--- src/sv/ssd_pkg.sv ---
// ----------------------------------------------------------------------------
// ssd_pkg
// Types, codes and header tables shared by the screen stream deframer.
// ----------------------------------------------------------------------------
package ssd_pkg;

  typedef enum logic [2:0] {
    PH_HUNT,
    PH_FIELDS,
    PH_PAYLOAD,
    PH_CHECK,
    PH_SKIP
  } phase_t;

  typedef struct packed {
    logic        kind;
    logic [7:0]  payload;
    logic [1:0]  status;
    logic [7:0]  ptype;
    logic [7:0]  subd;
    logic [1:0]  fmt;
    logic [15:0] width;
    logic [15:0] height;
    logic [31:0] flen;
  } res_t;

  localparam logic [1:0] ST_OK       = 2'd0;
  localparam logic [1:0] ST_CORRUPT  = 2'd1;
  localparam logic [1:0] ST_UNKNOWN  = 2'd2;
  localparam logic [1:0] ST_CAPACITY = 2'd3;

  localparam logic [2:0] FMT_MONO    = 3'd0;
  localparam logic [2:0] FMT_DUAL    = 3'd1;
  localparam logic [2:0] FMT_PACK4   = 3'd2;
  localparam logic [2:0] FMT_RGB565  = 3'd3;
  localparam logic [2:0] FMT_UNKNOWN = 3'd4;

  localparam logic       REG_ALIGN   = 1'b0;
  localparam logic       REG_MAXLEN  = 1'b1;

  localparam logic [7:0] KIND_ACK    = 8'h06;
  localparam logic [7:0] KIND_FRAME  = 8'h0B;
  localparam logic [7:0] KIND_CHECK  = 8'h16;

  localparam logic [31:0] FCH_1RC2   = 32'h31524332;
  localparam logic [31:0] FCH_1RC3   = 32'h31524333;
  localparam logic [31:0] FCH_1RM2   = 32'h31524D32;

  function automatic logic [7:0] hdr_byte(input logic [1:0] s, input logic [2:0] j);
    logic [47:0] h;
    unique case (s)
      2'd0:    h = {8'h0B, "TYP01"};
      2'd1:    h = {8'h0B, "TYPZ1"};
      2'd2:    h = {8'h0B, "TYPZ2"};
      default: h = {8'h16, "CAL00"};
    endcase
    unique case (j)
      3'd0:    hdr_byte = h[47:40];
      3'd1:    hdr_byte = h[39:32];
      3'd2:    hdr_byte = h[31:24];
      3'd3:    hdr_byte = h[23:16];
      3'd4:    hdr_byte = h[15:8];
      default: hdr_byte = h[7:0];
    endcase
  endfunction

  function automatic logic is_hex(input logic [7:0] c);
    is_hex = (c >= 8'h30 && c <= 8'h39) || (c >= 8'h41 && c <= 8'h46);
  endfunction

  function automatic logic [3:0] hex_val(input logic [7:0] c);
    logic [7:0] t;
    t = 8'h0;
    if (c >= 8'h41 && c <= 8'h46) t = c - 8'h37;
    else if (c >= 8'h30 && c <= 8'h39) t = c - 8'h30;
    hex_val = t[3:0];
  endfunction

endpackage

--- src/sv/ssd_fifo.sv ---
// ----------------------------------------------------------------------------
// ssd_fifo
// Two-entry queue; decouples the link side, the parser and the result side.
// ----------------------------------------------------------------------------
module ssd_fifo #(
  parameter int W = 8
) (
  input  logic         clk,
  input  logic         rst_n,
  input  logic         wr,
  input  logic [W-1:0] wdata,
  output logic         full,
  input  logic         rd,
  output logic [W-1:0] rdata,
  output logic         empty
);

  logic [W-1:0] mem_r [2];
  logic         wp_r, rp_r;
  logic [1:0]   cnt_r, cnt_nxt;
  logic         do_wr, do_rd;

  assign full  = (cnt_r == 2'd2);
  assign empty = (cnt_r == 2'd0);
  assign do_wr = wr & ~full;
  assign do_rd = rd & ~empty;
  assign rdata = mem_r[rp_r];

  always_comb begin
    cnt_nxt = cnt_r;
    if (do_wr && !do_rd) cnt_nxt = cnt_r + 2'd1;
    else if (do_rd && !do_wr) cnt_nxt = cnt_r - 2'd1;
  end

  always_ff @(posedge clk) begin
    if (!rst_n) begin
      wp_r  <= 1'b0;
      rp_r  <= 1'b0;
      cnt_r <= 2'd0;
    end else begin
      cnt_r <= cnt_nxt;
      if (do_wr) wp_r <= ~wp_r;
      if (do_rd) rp_r <= ~rp_r;
    end
  end

  always_ff @(posedge clk) begin
    if (do_wr) mem_r[wp_r] <= wdata;
  end

endmodule

--- src/sv/ssd_parse.sv ---
// ----------------------------------------------------------------------------
// ssd_parse
// Byte parser: header hunt, field decode, frame judgement, payload, checksum, skip.
// ----------------------------------------------------------------------------
module ssd_parse (
  input  logic          clk,
  input  logic          rst_n,
  input  logic          in_valid,
  input  logic [7:0]    in_byte,
  input  logic          res_space,
  input  logic          align_en,
  input  logic [31:0]   max_bytes,
  output logic          take,
  output logic          res_valid,
  output ssd_pkg::res_t res
);

  ssd_pkg::phase_t phase_r, phase_nxt;
  logic [7:0]  win_r [6];
  logic [7:0]  win_nxt [6];
  logic [4:0]  fi_r, fi_nxt;
  logic [31:0] len_r, len_nxt;
  logic [15:0] ht_r, ht_nxt;
  logic [15:0] wd_r, wd_nxt;
  logic [2:0]  fmt_r, fmt_nxt;
  logic [32:0] rem_r, rem_nxt;
  logic [7:0]  sum_r, sum_nxt;
  logic [1:0]  pend_r, pend_nxt;
  logic        derr_r, derr_nxt;
  logic [3:0]  hi_r, hi_nxt;
  logic [31:0] fch_r, fch_nxt;
  logic        z2_r, z2_nxt;
  logic        acc_r, acc_nxt;
  logic [31:0] prod_r;
  logic [29:0] rowh_r;
  logic [13:0] row;

  assign row = {1'b0, wd_r[15:3]} + {13'd0, |wd_r[2:0]};

  always_ff @(posedge clk) begin
    prod_r <= 32'(wd_r) * 32'(ht_r);
    rowh_r <= 30'(row) * 30'(ht_r);
  end

  always_comb begin
    logic [7:0]  w [6];
    logic [5:0]  mk;
    logic        m;
    logic [2:0]  ksel;
    logic        found, th, judge, fin;
    logic [1:0]  fstat;
    logic [4:0]  fld, tot;
    logic [32:0] expct, fl33;
    logic [7:0]  b;
    phase_nxt = phase_r;
    for (int i = 0; i < 6; i++) win_nxt[i] = win_r[i];
    fi_nxt   = fi_r;   len_nxt = len_r;   ht_nxt  = ht_r;   wd_nxt = wd_r;
    fmt_nxt  = fmt_r;  rem_nxt = rem_r;   sum_nxt = sum_r;  pend_nxt = pend_r;
    derr_nxt = derr_r; hi_nxt  = hi_r;    fch_nxt = fch_r;  z2_nxt = z2_r;
    acc_nxt  = acc_r;
    res       = '0;
    res_valid = 1'b0;
    th = 1'b0; judge = 1'b0; fin = 1'b0; fstat = ssd_pkg::ST_OK;
    found = 1'b0; ksel = 3'd0; mk = '0; m = 1'b0;
    b = in_byte;
    fld = z2_r ? 5'd8 : 5'd6;
    tot = z2_r ? 5'd20 : 5'd18;
    expct = '0;
    fl33 = {1'b0, len_r};
    for (int i = 0; i < 6; i++) w[i] = win_r[i];
    take = in_valid & res_space;

    if (take) begin
      unique case (phase_r)
        ssd_pkg::PH_HUNT: begin
          w[fi_r[2:0]] = b;
          if (fi_r == 5'd5) begin
            fi_nxt = 5'd0;
            if (align_en) begin
              for (int k = 0; k < 6; k++) begin
                for (int s = 0; s < 4; s++) begin
                  m = 1'b1;
                  for (int j = 0; j < 6 - k; j++)
                    if (w[k+j] != ssd_pkg::hdr_byte(2'(s), 3'(j))) m = 1'b0;
                  if (m) mk[k] = 1'b1;
                end
              end
              for (int k = 5; k >= 0; k--)
                if (mk[k]) begin
                  found = 1'b1;
                  ksel = 3'(k);
                end
              if (found && ksel != 3'd0) begin
                for (int j = 0; j < 5; j++)
                  if (j + ksel < 6) w[j] = w[3'(j) + ksel];
                fi_nxt = 5'd6 - {2'b0, ksel};
              end else if (found) begin
                th = 1'b1;
              end
            end else begin
              th = 1'b1;
            end
          end else begin
            fi_nxt = fi_r + 5'd1;
          end
          for (int i = 0; i < 6; i++) win_nxt[i] = w[i];
        end
        ssd_pkg::PH_FIELDS: begin
          sum_nxt = sum_r + b;
          if (fi_r < fld) begin
            if (!ssd_pkg::is_hex(b)) pend_nxt = ssd_pkg::ST_CORRUPT;
            len_nxt = {len_r[27:0], ssd_pkg::hex_val(b)};
          end else if (fi_r < fld + 5'd8) begin
            if (!ssd_pkg::is_hex(b)) derr_nxt = 1'b1;
            if (fi_r < fld + 5'd4) ht_nxt = {ht_r[11:0], ssd_pkg::hex_val(b)};
            else wd_nxt = {wd_r[11:0], ssd_pkg::hex_val(b)};
          end else begin
            fch_nxt = {fch_r[23:0], b};
          end
          if (fi_r == tot - 5'd1) begin
            fi_nxt = 5'd0;
            if (pend_nxt != ssd_pkg::ST_OK) begin
              fin = 1'b1; fstat = ssd_pkg::ST_CORRUPT;
            end else if (derr_nxt) begin
              phase_nxt = ssd_pkg::PH_SKIP;
              rem_nxt   = fl33 + 33'd2;
              pend_nxt  = ssd_pkg::ST_CORRUPT;
            end else begin
              priority if (fch_nxt == ssd_pkg::FCH_1RC2) fmt_nxt = ssd_pkg::FMT_RGB565;
              else if (fch_nxt == ssd_pkg::FCH_1RC3) fmt_nxt = ssd_pkg::FMT_PACK4;
              else if (fch_nxt == ssd_pkg::FCH_1RM2) fmt_nxt = ssd_pkg::FMT_DUAL;
              else fmt_nxt = ssd_pkg::FMT_UNKNOWN;
              judge = 1'b1;
            end
          end else begin
            fi_nxt = fi_r + 5'd1;
          end
        end
        ssd_pkg::PH_PAYLOAD: begin
          res_valid   = 1'b1;
          res.payload = b;
          sum_nxt = sum_r + b;
          if (rem_r != '0) rem_nxt = rem_r - 33'd1;
          if (rem_nxt == '0) begin
            phase_nxt = ssd_pkg::PH_CHECK;
            fi_nxt = 5'd0;
          end
        end
        ssd_pkg::PH_CHECK: begin
          if (fi_r == 5'd0) begin
            derr_nxt = !ssd_pkg::is_hex(b);
            hi_nxt   = ssd_pkg::hex_val(b);
            fi_nxt   = 5'd1;
          end else begin
            fin = 1'b1;
            if (derr_r || !ssd_pkg::is_hex(b)) fstat = ssd_pkg::ST_CORRUPT;
            else if ({hi_r, ssd_pkg::hex_val(b)} == 8'(8'd0 - sum_r)) fstat = ssd_pkg::ST_OK;
            else fstat = ssd_pkg::ST_CORRUPT;
          end
        end
        default: begin
          if (rem_r != '0) rem_nxt = rem_r - 33'd1;
          if (rem_nxt == '0) begin
            fin = 1'b1; fstat = pend_r;
          end
        end
      endcase
    end

    if (th) begin
      sum_nxt = w[1] + w[2] + w[3] + w[4] + w[5];
      acc_nxt = 1'b0;
      fi_nxt  = 5'd0;
      if (w[0] == ssd_pkg::KIND_CHECK || w[0] == ssd_pkg::KIND_ACK) begin
        phase_nxt = ssd_pkg::PH_CHECK;
      end else if (w[0] == ssd_pkg::KIND_FRAME && w[1] == "T" && w[2] == "Y"
                   && w[3] == "P" && w[4] == "0" && w[5] == "1") begin
        wd_nxt = 16'd128; ht_nxt = 16'd64; fmt_nxt = ssd_pkg::FMT_MONO; len_nxt = 32'd1024;
        if (max_bytes < 32'd1024) begin
          phase_nxt = ssd_pkg::PH_SKIP; rem_nxt = 33'd1026; pend_nxt = ssd_pkg::ST_CAPACITY;
        end else begin
          acc_nxt = 1'b1; rem_nxt = 33'd1024; phase_nxt = ssd_pkg::PH_PAYLOAD;
        end
      end else if (w[0] == ssd_pkg::KIND_FRAME && w[1] == "T" && w[2] == "Y"
                   && w[3] == "P" && w[4] == "Z" && (w[5] == "1" || w[5] == "2")) begin
        phase_nxt = ssd_pkg::PH_FIELDS;
        z2_nxt = (w[5] != "1");
        len_nxt = '0; ht_nxt = '0; wd_nxt = '0; fch_nxt = '0;
        fmt_nxt = ssd_pkg::FMT_UNKNOWN; pend_nxt = ssd_pkg::ST_OK; derr_nxt = 1'b0;
      end else begin
        phase_nxt = ssd_pkg::PH_SKIP; rem_nxt = 33'd2; pend_nxt = ssd_pkg::ST_UNKNOWN;
      end
    end

    if (judge) begin
      unique case (fmt_nxt)
        ssd_pkg::FMT_MONO:   expct = {3'd0, rowh_r};
        ssd_pkg::FMT_DUAL:   expct = {2'd0, rowh_r, 1'b0};
        ssd_pkg::FMT_PACK4:  expct = ({1'b0, prod_r} + 33'd1) >> 1;
        default:             expct = {prod_r, 1'b0};
      endcase
      if (len_r == '0) begin
        phase_nxt = ssd_pkg::PH_SKIP; rem_nxt = 33'd2; pend_nxt = ssd_pkg::ST_UNKNOWN;
      end else if (fmt_nxt == ssd_pkg::FMT_UNKNOWN || expct != fl33) begin
        phase_nxt = ssd_pkg::PH_SKIP; rem_nxt = fl33 + 33'd2;
        pend_nxt = ssd_pkg::ST_UNKNOWN;
      end else if (len_r > max_bytes) begin
        phase_nxt = ssd_pkg::PH_SKIP; rem_nxt = fl33 + 33'd2;
        pend_nxt = ssd_pkg::ST_CAPACITY;
      end else begin
        acc_nxt = 1'b1; rem_nxt = fl33; phase_nxt = ssd_pkg::PH_PAYLOAD;
      end
    end

    if (fin) begin
      res_valid  = 1'b1;
      res.kind   = 1'b1;
      res.status = fstat;
      res.ptype  = win_r[0];
      res.subd   = win_r[5];
      if (acc_r) begin
        res.fmt    = fmt_r[1:0];
        res.width  = wd_r;
        res.height = ht_r;
        res.flen   = len_r;
      end
      phase_nxt = ssd_pkg::PH_HUNT;
      fi_nxt    = 5'd0;
      acc_nxt   = 1'b0;
    end
  end

  always_ff @(posedge clk) begin
    if (!rst_n) begin
      phase_r <= ssd_pkg::PH_HUNT;
      for (int i = 0; i < 6; i++) win_r[i] <= 8'd0;
      fi_r   <= '0; len_r <= '0; ht_r <= '0; wd_r <= '0;
      fmt_r  <= ssd_pkg::FMT_UNKNOWN; rem_r <= '0; sum_r <= '0;
      pend_r <= ssd_pkg::ST_OK; derr_r <= 1'b0; hi_r <= '0; fch_r <= '0;
      z2_r   <= 1'b0; acc_r <= 1'b0;
    end else begin
      phase_r <= phase_nxt;
      for (int i = 0; i < 6; i++) win_r[i] <= win_nxt[i];
      fi_r   <= fi_nxt;   len_r <= len_nxt;  ht_r  <= ht_nxt;  wd_r <= wd_nxt;
      fmt_r  <= fmt_nxt;  rem_r <= rem_nxt;  sum_r <= sum_nxt;
      pend_r <= pend_nxt; derr_r <= derr_nxt; hi_r <= hi_nxt; fch_r <= fch_nxt;
      z2_r   <= z2_nxt;   acc_r <= acc_nxt;
    end
  end

endmodule

--- src/sv/screen_stream_packet_deframer_top.sv ---
// ----------------------------------------------------------------------------
// screen_stream_packet_deframer_top
// Screen stream packet deframer: input byte queue, parser, result queue.
// ----------------------------------------------------------------------------
//  channel   direction  handshake             payload
//  input     in         push / full           in_rx_byte
//  result    out        pop / empty           out_* fields
//  config    in         psel/penable/pwrite   paddr, pwdata, prdata
//
//  One byte per cycle sustained while the result queue has room.
//  A pushed byte is registered in the input queue, its result in the result queue.
//  Reset is synchronous; both queues come up empty, parser hunts for a header.
//  A full result queue holds the parser; the input queue then fills and raises full.
module screen_stream_packet_deframer_top (
  input  logic        clk,
  input  logic        rst_n,
  input  logic        push,
  output logic        full,
  input  logic [7:0]  in_rx_byte,
  input  logic        pop,
  output logic        empty,
  output logic        out_result_kind,
  output logic [7:0]  out_payload_byte,
  output logic [1:0]  out_status,
  output logic [7:0]  out_packet_type,
  output logic [7:0]  out_packet_subtype_digit,
  output logic [1:0]  out_pix_fmt,
  output logic [15:0] out_pix_width,
  output logic [15:0] out_pix_height,
  output logic [31:0] out_data_len,
  input  logic        psel,
  input  logic        penable,
  input  logic        pwrite,
  input  logic [2:0]  paddr,
  input  logic [31:0] pwdata,
  output logic [31:0] prdata,
  output logic        pready
);

  logic          align_r;
  logic [31:0]   maxb_r;
  logic          ib_empty, ob_full, take, res_valid;
  logic [7:0]    ib_byte;
  ssd_pkg::res_t res, ob_data;

  assign pready = 1'b1;
  assign prdata = (paddr[2] == ssd_pkg::REG_MAXLEN) ? maxb_r : {31'd0, align_r};

  always_ff @(posedge clk) begin
    if (!rst_n) begin
      align_r <= 1'b1;
      maxb_r  <= 32'd262144;
    end else if (psel && penable && pwrite) begin
      if (paddr[2] == ssd_pkg::REG_ALIGN) align_r <= pwdata[0];
      else maxb_r <= pwdata;
    end
  end

  ssd_fifo #(.W(8)) u_in_q (
    .clk(clk), .rst_n(rst_n), .wr(push), .wdata(in_rx_byte), .full(full),
    .rd(take), .rdata(ib_byte), .empty(ib_empty)
  );

  ssd_parse u_parse (
    .clk(clk), .rst_n(rst_n), .in_valid(~ib_empty), .in_byte(ib_byte),
    .res_space(~ob_full), .align_en(align_r), .max_bytes(maxb_r),
    .take(take), .res_valid(res_valid), .res(res)
  );

  ssd_fifo #(.W($bits(ssd_pkg::res_t))) u_out_q (
    .clk(clk), .rst_n(rst_n), .wr(res_valid), .wdata(res), .full(ob_full),
    .rd(pop), .rdata(ob_data), .empty(empty)
  );

  assign out_result_kind          = ob_data.kind;
  assign out_payload_byte         = ob_data.payload;
  assign out_status               = ob_data.status;
  assign out_packet_type          = ob_data.ptype;
  assign out_packet_subtype_digit = ob_data.subd;
  assign out_pix_fmt              = ob_data.fmt;
  assign out_pix_width            = ob_data.width;
  assign out_pix_height           = ob_data.height;
  assign out_data_len             = ob_data.flen;

  a_payload_clean: assert property (@(posedge clk) disable iff (!rst_n)
    (!empty && !out_result_kind) |-> (out_status == ssd_pkg::ST_OK
      && out_data_len == 32'd0 && out_packet_type == 8'd0))
    else $error("payload item carries header fields");

  a_end_no_payload: assert property (@(posedge clk) disable iff (!rst_n)
    (!empty && out_result_kind) |-> (out_payload_byte == 8'd0))
    else $error("end record carries a payload byte");

  a_unaccepted_zero: assert property (@(posedge clk) disable iff (!rst_n)
    (!empty && out_result_kind && out_data_len == 32'd0) |->
      (out_pix_width == 16'd0 && out_pix_height == 16'd0
       && out_pix_fmt == 2'd0))
    else $error("picture fields on a frame that was not accepted");

  a_parser_held: assert property (@(posedge clk) disable iff (!rst_n)
    (res_valid |-> !ob_full))
    else $error("result produced with no queue space");

endmodule
--- config.mk ---
export PLATFORM = sky130hd
export DESIGN_NAME = screen_stream_packet_deframer_top
export DESIGN_NICKNAME = d
export VERILOG_FILES = /design/src/sv/ssd_pkg.sv /design/src/sv/ssd_fifo.sv /design/src/sv/ssd_parse.sv /design/src/sv/screen_stream_packet_deframer_top.sv
export SDC_FILE = /design/constraint.sdc
export NUM_CORES = 2
export LEC_CHECK = 0
export BUFFER_PORTS_ARGS = -buffer_cell sky130_fd_sc_hd__buf_2
export CORE_MARGIN = 4
export CORE_UTILIZATION = 29
export DETAILED_ROUTE_END_ITERATION = 6
export GPL_TIMING_DRIVEN = 0
export HOLD_SLACK_MARGIN = 0.12
export PLACE_DENSITY_LB_ADDON = 0.3
export SLEW_MARGIN = 20
export SYNTH_ARGS = -nofsm -noshare
export SYNTH_HDL_FRONTEND = slang
export SYNTH_SLANG_ARGS = --single-unit
--- constraint.sdc ---
create_clock -name clk -period 13.7 [get_ports clk]
set_input_delay 2.74 -clock clk [delete_from_list [all_inputs] [get_ports clk]]
set_output_delay 2.74 -clock clk [all_outputs]
set_load 0.01 [all_outputs]
==> impl_metrics.toml <==
[outcome]
status = "complete, no violations"

[cts]
ctsHoldBuffers = 0
cts_max_path_buffers = 3
numCtsBuffers = 58
cts_tree = "yes"
htreeDepth = 2
clk_pin_slew_ps = 70
cts_root_buf = "clkbuf_16"
cts.sinks = 512
insertion_delay_ps = 660

[critical_path]
crit_type = "flop to flop"
cpPeakStageDelay_ps = 1010
endpoint_kind = "flop"
slowest_stage = "a2111oi_1"
cp-start-kind = "flop"
cp_data_required_time_ps = 14220
cp_max_fo = 10
cp.arrival_ps = 13910

[timing]
max_freq_mhz = 74.7
setup_viol = 0
skew_ps = 27.9
slew_headroom = 0.210
drv_slew = 0
tns_ps = 0
rsz0062_at_grt = "false"
post-route-period-util = 0.977
tightest_slew_ps = 1150
hold_viol = 0
fin_crit_ps = 13390

[global_routing]
grt_pass1_vias = 43800
grt_max_degree = 49
grt_pass1_wl_um = 312000
gr-usage-all-layers = 0.243
antenna_found_initial = 11
overflow = 0

[min_path]
min_path_type = "flop to flop"

[drt]
dr.pass1.iters = 7
detail_route.wl_per_cell_um = 27.0
route.detailed.drc = 0
final_antenna_net_count = 0
num_vias = 44700
routed_wl_um = 217000
drt_iter0_markers = 4322
drt-vias-per-instance = 5.56

[synth]
syn_inst = 5542
ys_ff_latch = 512
ys_async_sr_fraction = 0
yosysTopAreaCell = "fa_1"
syn_nets = 6246
synth.cell_area_sq_um = 47800
ys.flop_type = "dfxtp_1"
yosys_warnings = 0
yosys-top-cells-area = "fa_1 16%, dfxtp_1 13%, edfxtp_1 13%"
ys_types = 115
synthTopCellsByCount = "707 x nand2_1, 528 x inv_1, 380 x fa_1"
synth.avg_cell_area_sq_um = 8.63
synth_top_area_frac = 0.159
synth-edff-count = 202
yosysMostFrequentCell = "nand2_1"
seq_area_frac_synth = 0.257

[pwr]
ir_drop_v = 0.000107
power_leakage_nw = 21.5
power_mw = 5.63
p_per_area_nw_per_um2 = 104

[die]
core_area_sq_um = 163000
rows = 148
initial_core_util = 0.293
dieWidth_um = 414
pin_count = 178
die_y_um = 414
die_area_sq_um = 171000

[final_layout]
drive_gt1_frac = 0.0955
post-route-util = 0.330
final_nets = 6500
area_growth_pct = 12.7
fin_cells = 8028

[placed_design]
dp_hpwl_um = 173000
gp_congestion = 1.02
numPortBuffers = 173
place_inst = 7907

[run]
maxCapViolations = 0
## report_power, final
part	internal, mW	switching [mW]	leakage [nW]
Clock	0.971	0.705	0.983
Combinational	0.646	1.56	16.4
Sequential	1.63	0.115	4.09
Total	3.25	2.38	21.5
## worst paths after layout
kind / from / slack [ps] / to / depth (start not counted)
setup / recovery: u_in_q.mem_r[0][5] / 310 / u_parse.rem_r[3] / 33
hold / removal: maxb_r[4] / 460 / maxb_r[4] / 2
setup reg to reg: u_in_q.mem_r[0][5] / 310 / u_parse.rem_r[3] / 33
hold reg to reg: maxb_r[4] / 460 / maxb_r[4] / 2
## timing repair
item	in CTS	in global routing
pin swaps	0	2
resized for setup	3	13
endpoints found under the hold margin	0	0
setup endpoints to repair	37	37
buffers inserted	0	4
## layout make-up
class / count / area, sq um
Inverter: 539 / 2020
Clock inverter: 26 / 315
Tap cell: 2175 / 2720
Sequential cell: 512 / 12300
Timing Repair Buffer: 194 / 1160
Antenna cell: 9 / 22.5
Fill cell: 17300 / 109000
Multi-Input combinational cell: 4134 / 32200
Buffer: 357 / 1490
Clock buffer: 82 / 1710
## placed cells by master, fill, tap and decap left out, types with 21 or more instances in the layout
master       n
clkbuf_1   294
xor2_1      63
or3_1       39
buf_2      211
nand2b_1    26
mux2_2     111
nand2_1    707
a22oi_1     53
edfxtp_1   202
fa_1       380
o2111ai_1   30
o31ai_1     34
clkbuf_16   63
ha_1       274
o32a_1      23
a21o_1      21
nor3_1     112
nor3b_1     26
a31oi_1     45
o211ai_1    32
o22ai_1     28
nor2_1     370
inv_1      528
nor4_1      62
o21bai_1    37
xnor2_1    137
nor2b_1     71
o21ai_0    154
and3_1     101
and2_1     197
a211oi_1    60
a21oi_1    305
mux2i_1     50
o311ai_1    28
nand4_1     65
dfxtp_1    310
nand3_1    124
## per-layer routing
metal / global-route usage / wire length, um
met2: 0.395 / 99300
met4: 0.145 / 15400
met1: 0.307 / 86700
met3: 0.0356 / 15500
met5: 0 / 13
## state kept, by name, indices dropped and copies added, names as in the netlist, 2 cells and up, named ones only
register / count
u_parse.sum_r: 8
u_parse.rowh_r: 30
u_in_q.mem_r: 16
u_parse.wd_r: 16
u_parse.hi_r: 4
maxb_r: 32
u_parse.win_r: 48
u_parse.fmt_r: 3
u_parse.prod_r: 32
u_out_q.mem_r: 186
u_parse.phase_r: 3
u_parse.ht_r: 16
u_parse.len_r: 32
u_parse.fch_r: 32
u_in_q.cnt_r: 2
u_parse.rem_r: 33
u_parse.fi_r: 5
u_parse.pend_r: 2
u_out_q.cnt_r: 2
## metrics by stage
stage	worst slack, ps	instance area, sq um	hold slack (ps)
global route	265	53900	479
global placement	-1280	51400	443
finish	310	53900	456
CTS	80.2	53800	450
floorplan	4110	47800	431
detailed placement	-667	51800	446
## cell families (layout without fill, tap and decap cells)
family | count (synthesis) | in the layout | synth area share
flip-flops | 512 | 512 | 0.257
buffers and inverters | 896 | 1198 | 0.0733
XOR/XNOR | 200 | 200 | 0.0366
other | 1 | 10 | 0.0000784
adder cells (fa/ha/maj) | 654 | 654 | 0.231
AO/OA/AOI/OAI | 1070 | 1070 | 0.152
multiplexers | 169 | 169 | 0.0390
AND/OR/NAND/NOR | 2040 | 2040 | 0.212
## worst max-delay path: cells and delay by family (launching register included)
kind | cells | cell delay, ps
compound gates | 9 | 4210
fa+ha+maj | 2 | 500
buf+inv | 7 | 2430
flops | 1 | 510
mux | 2 | 1020
simple gates | 13 | 4520
Power figures use the tool's default switching activity.
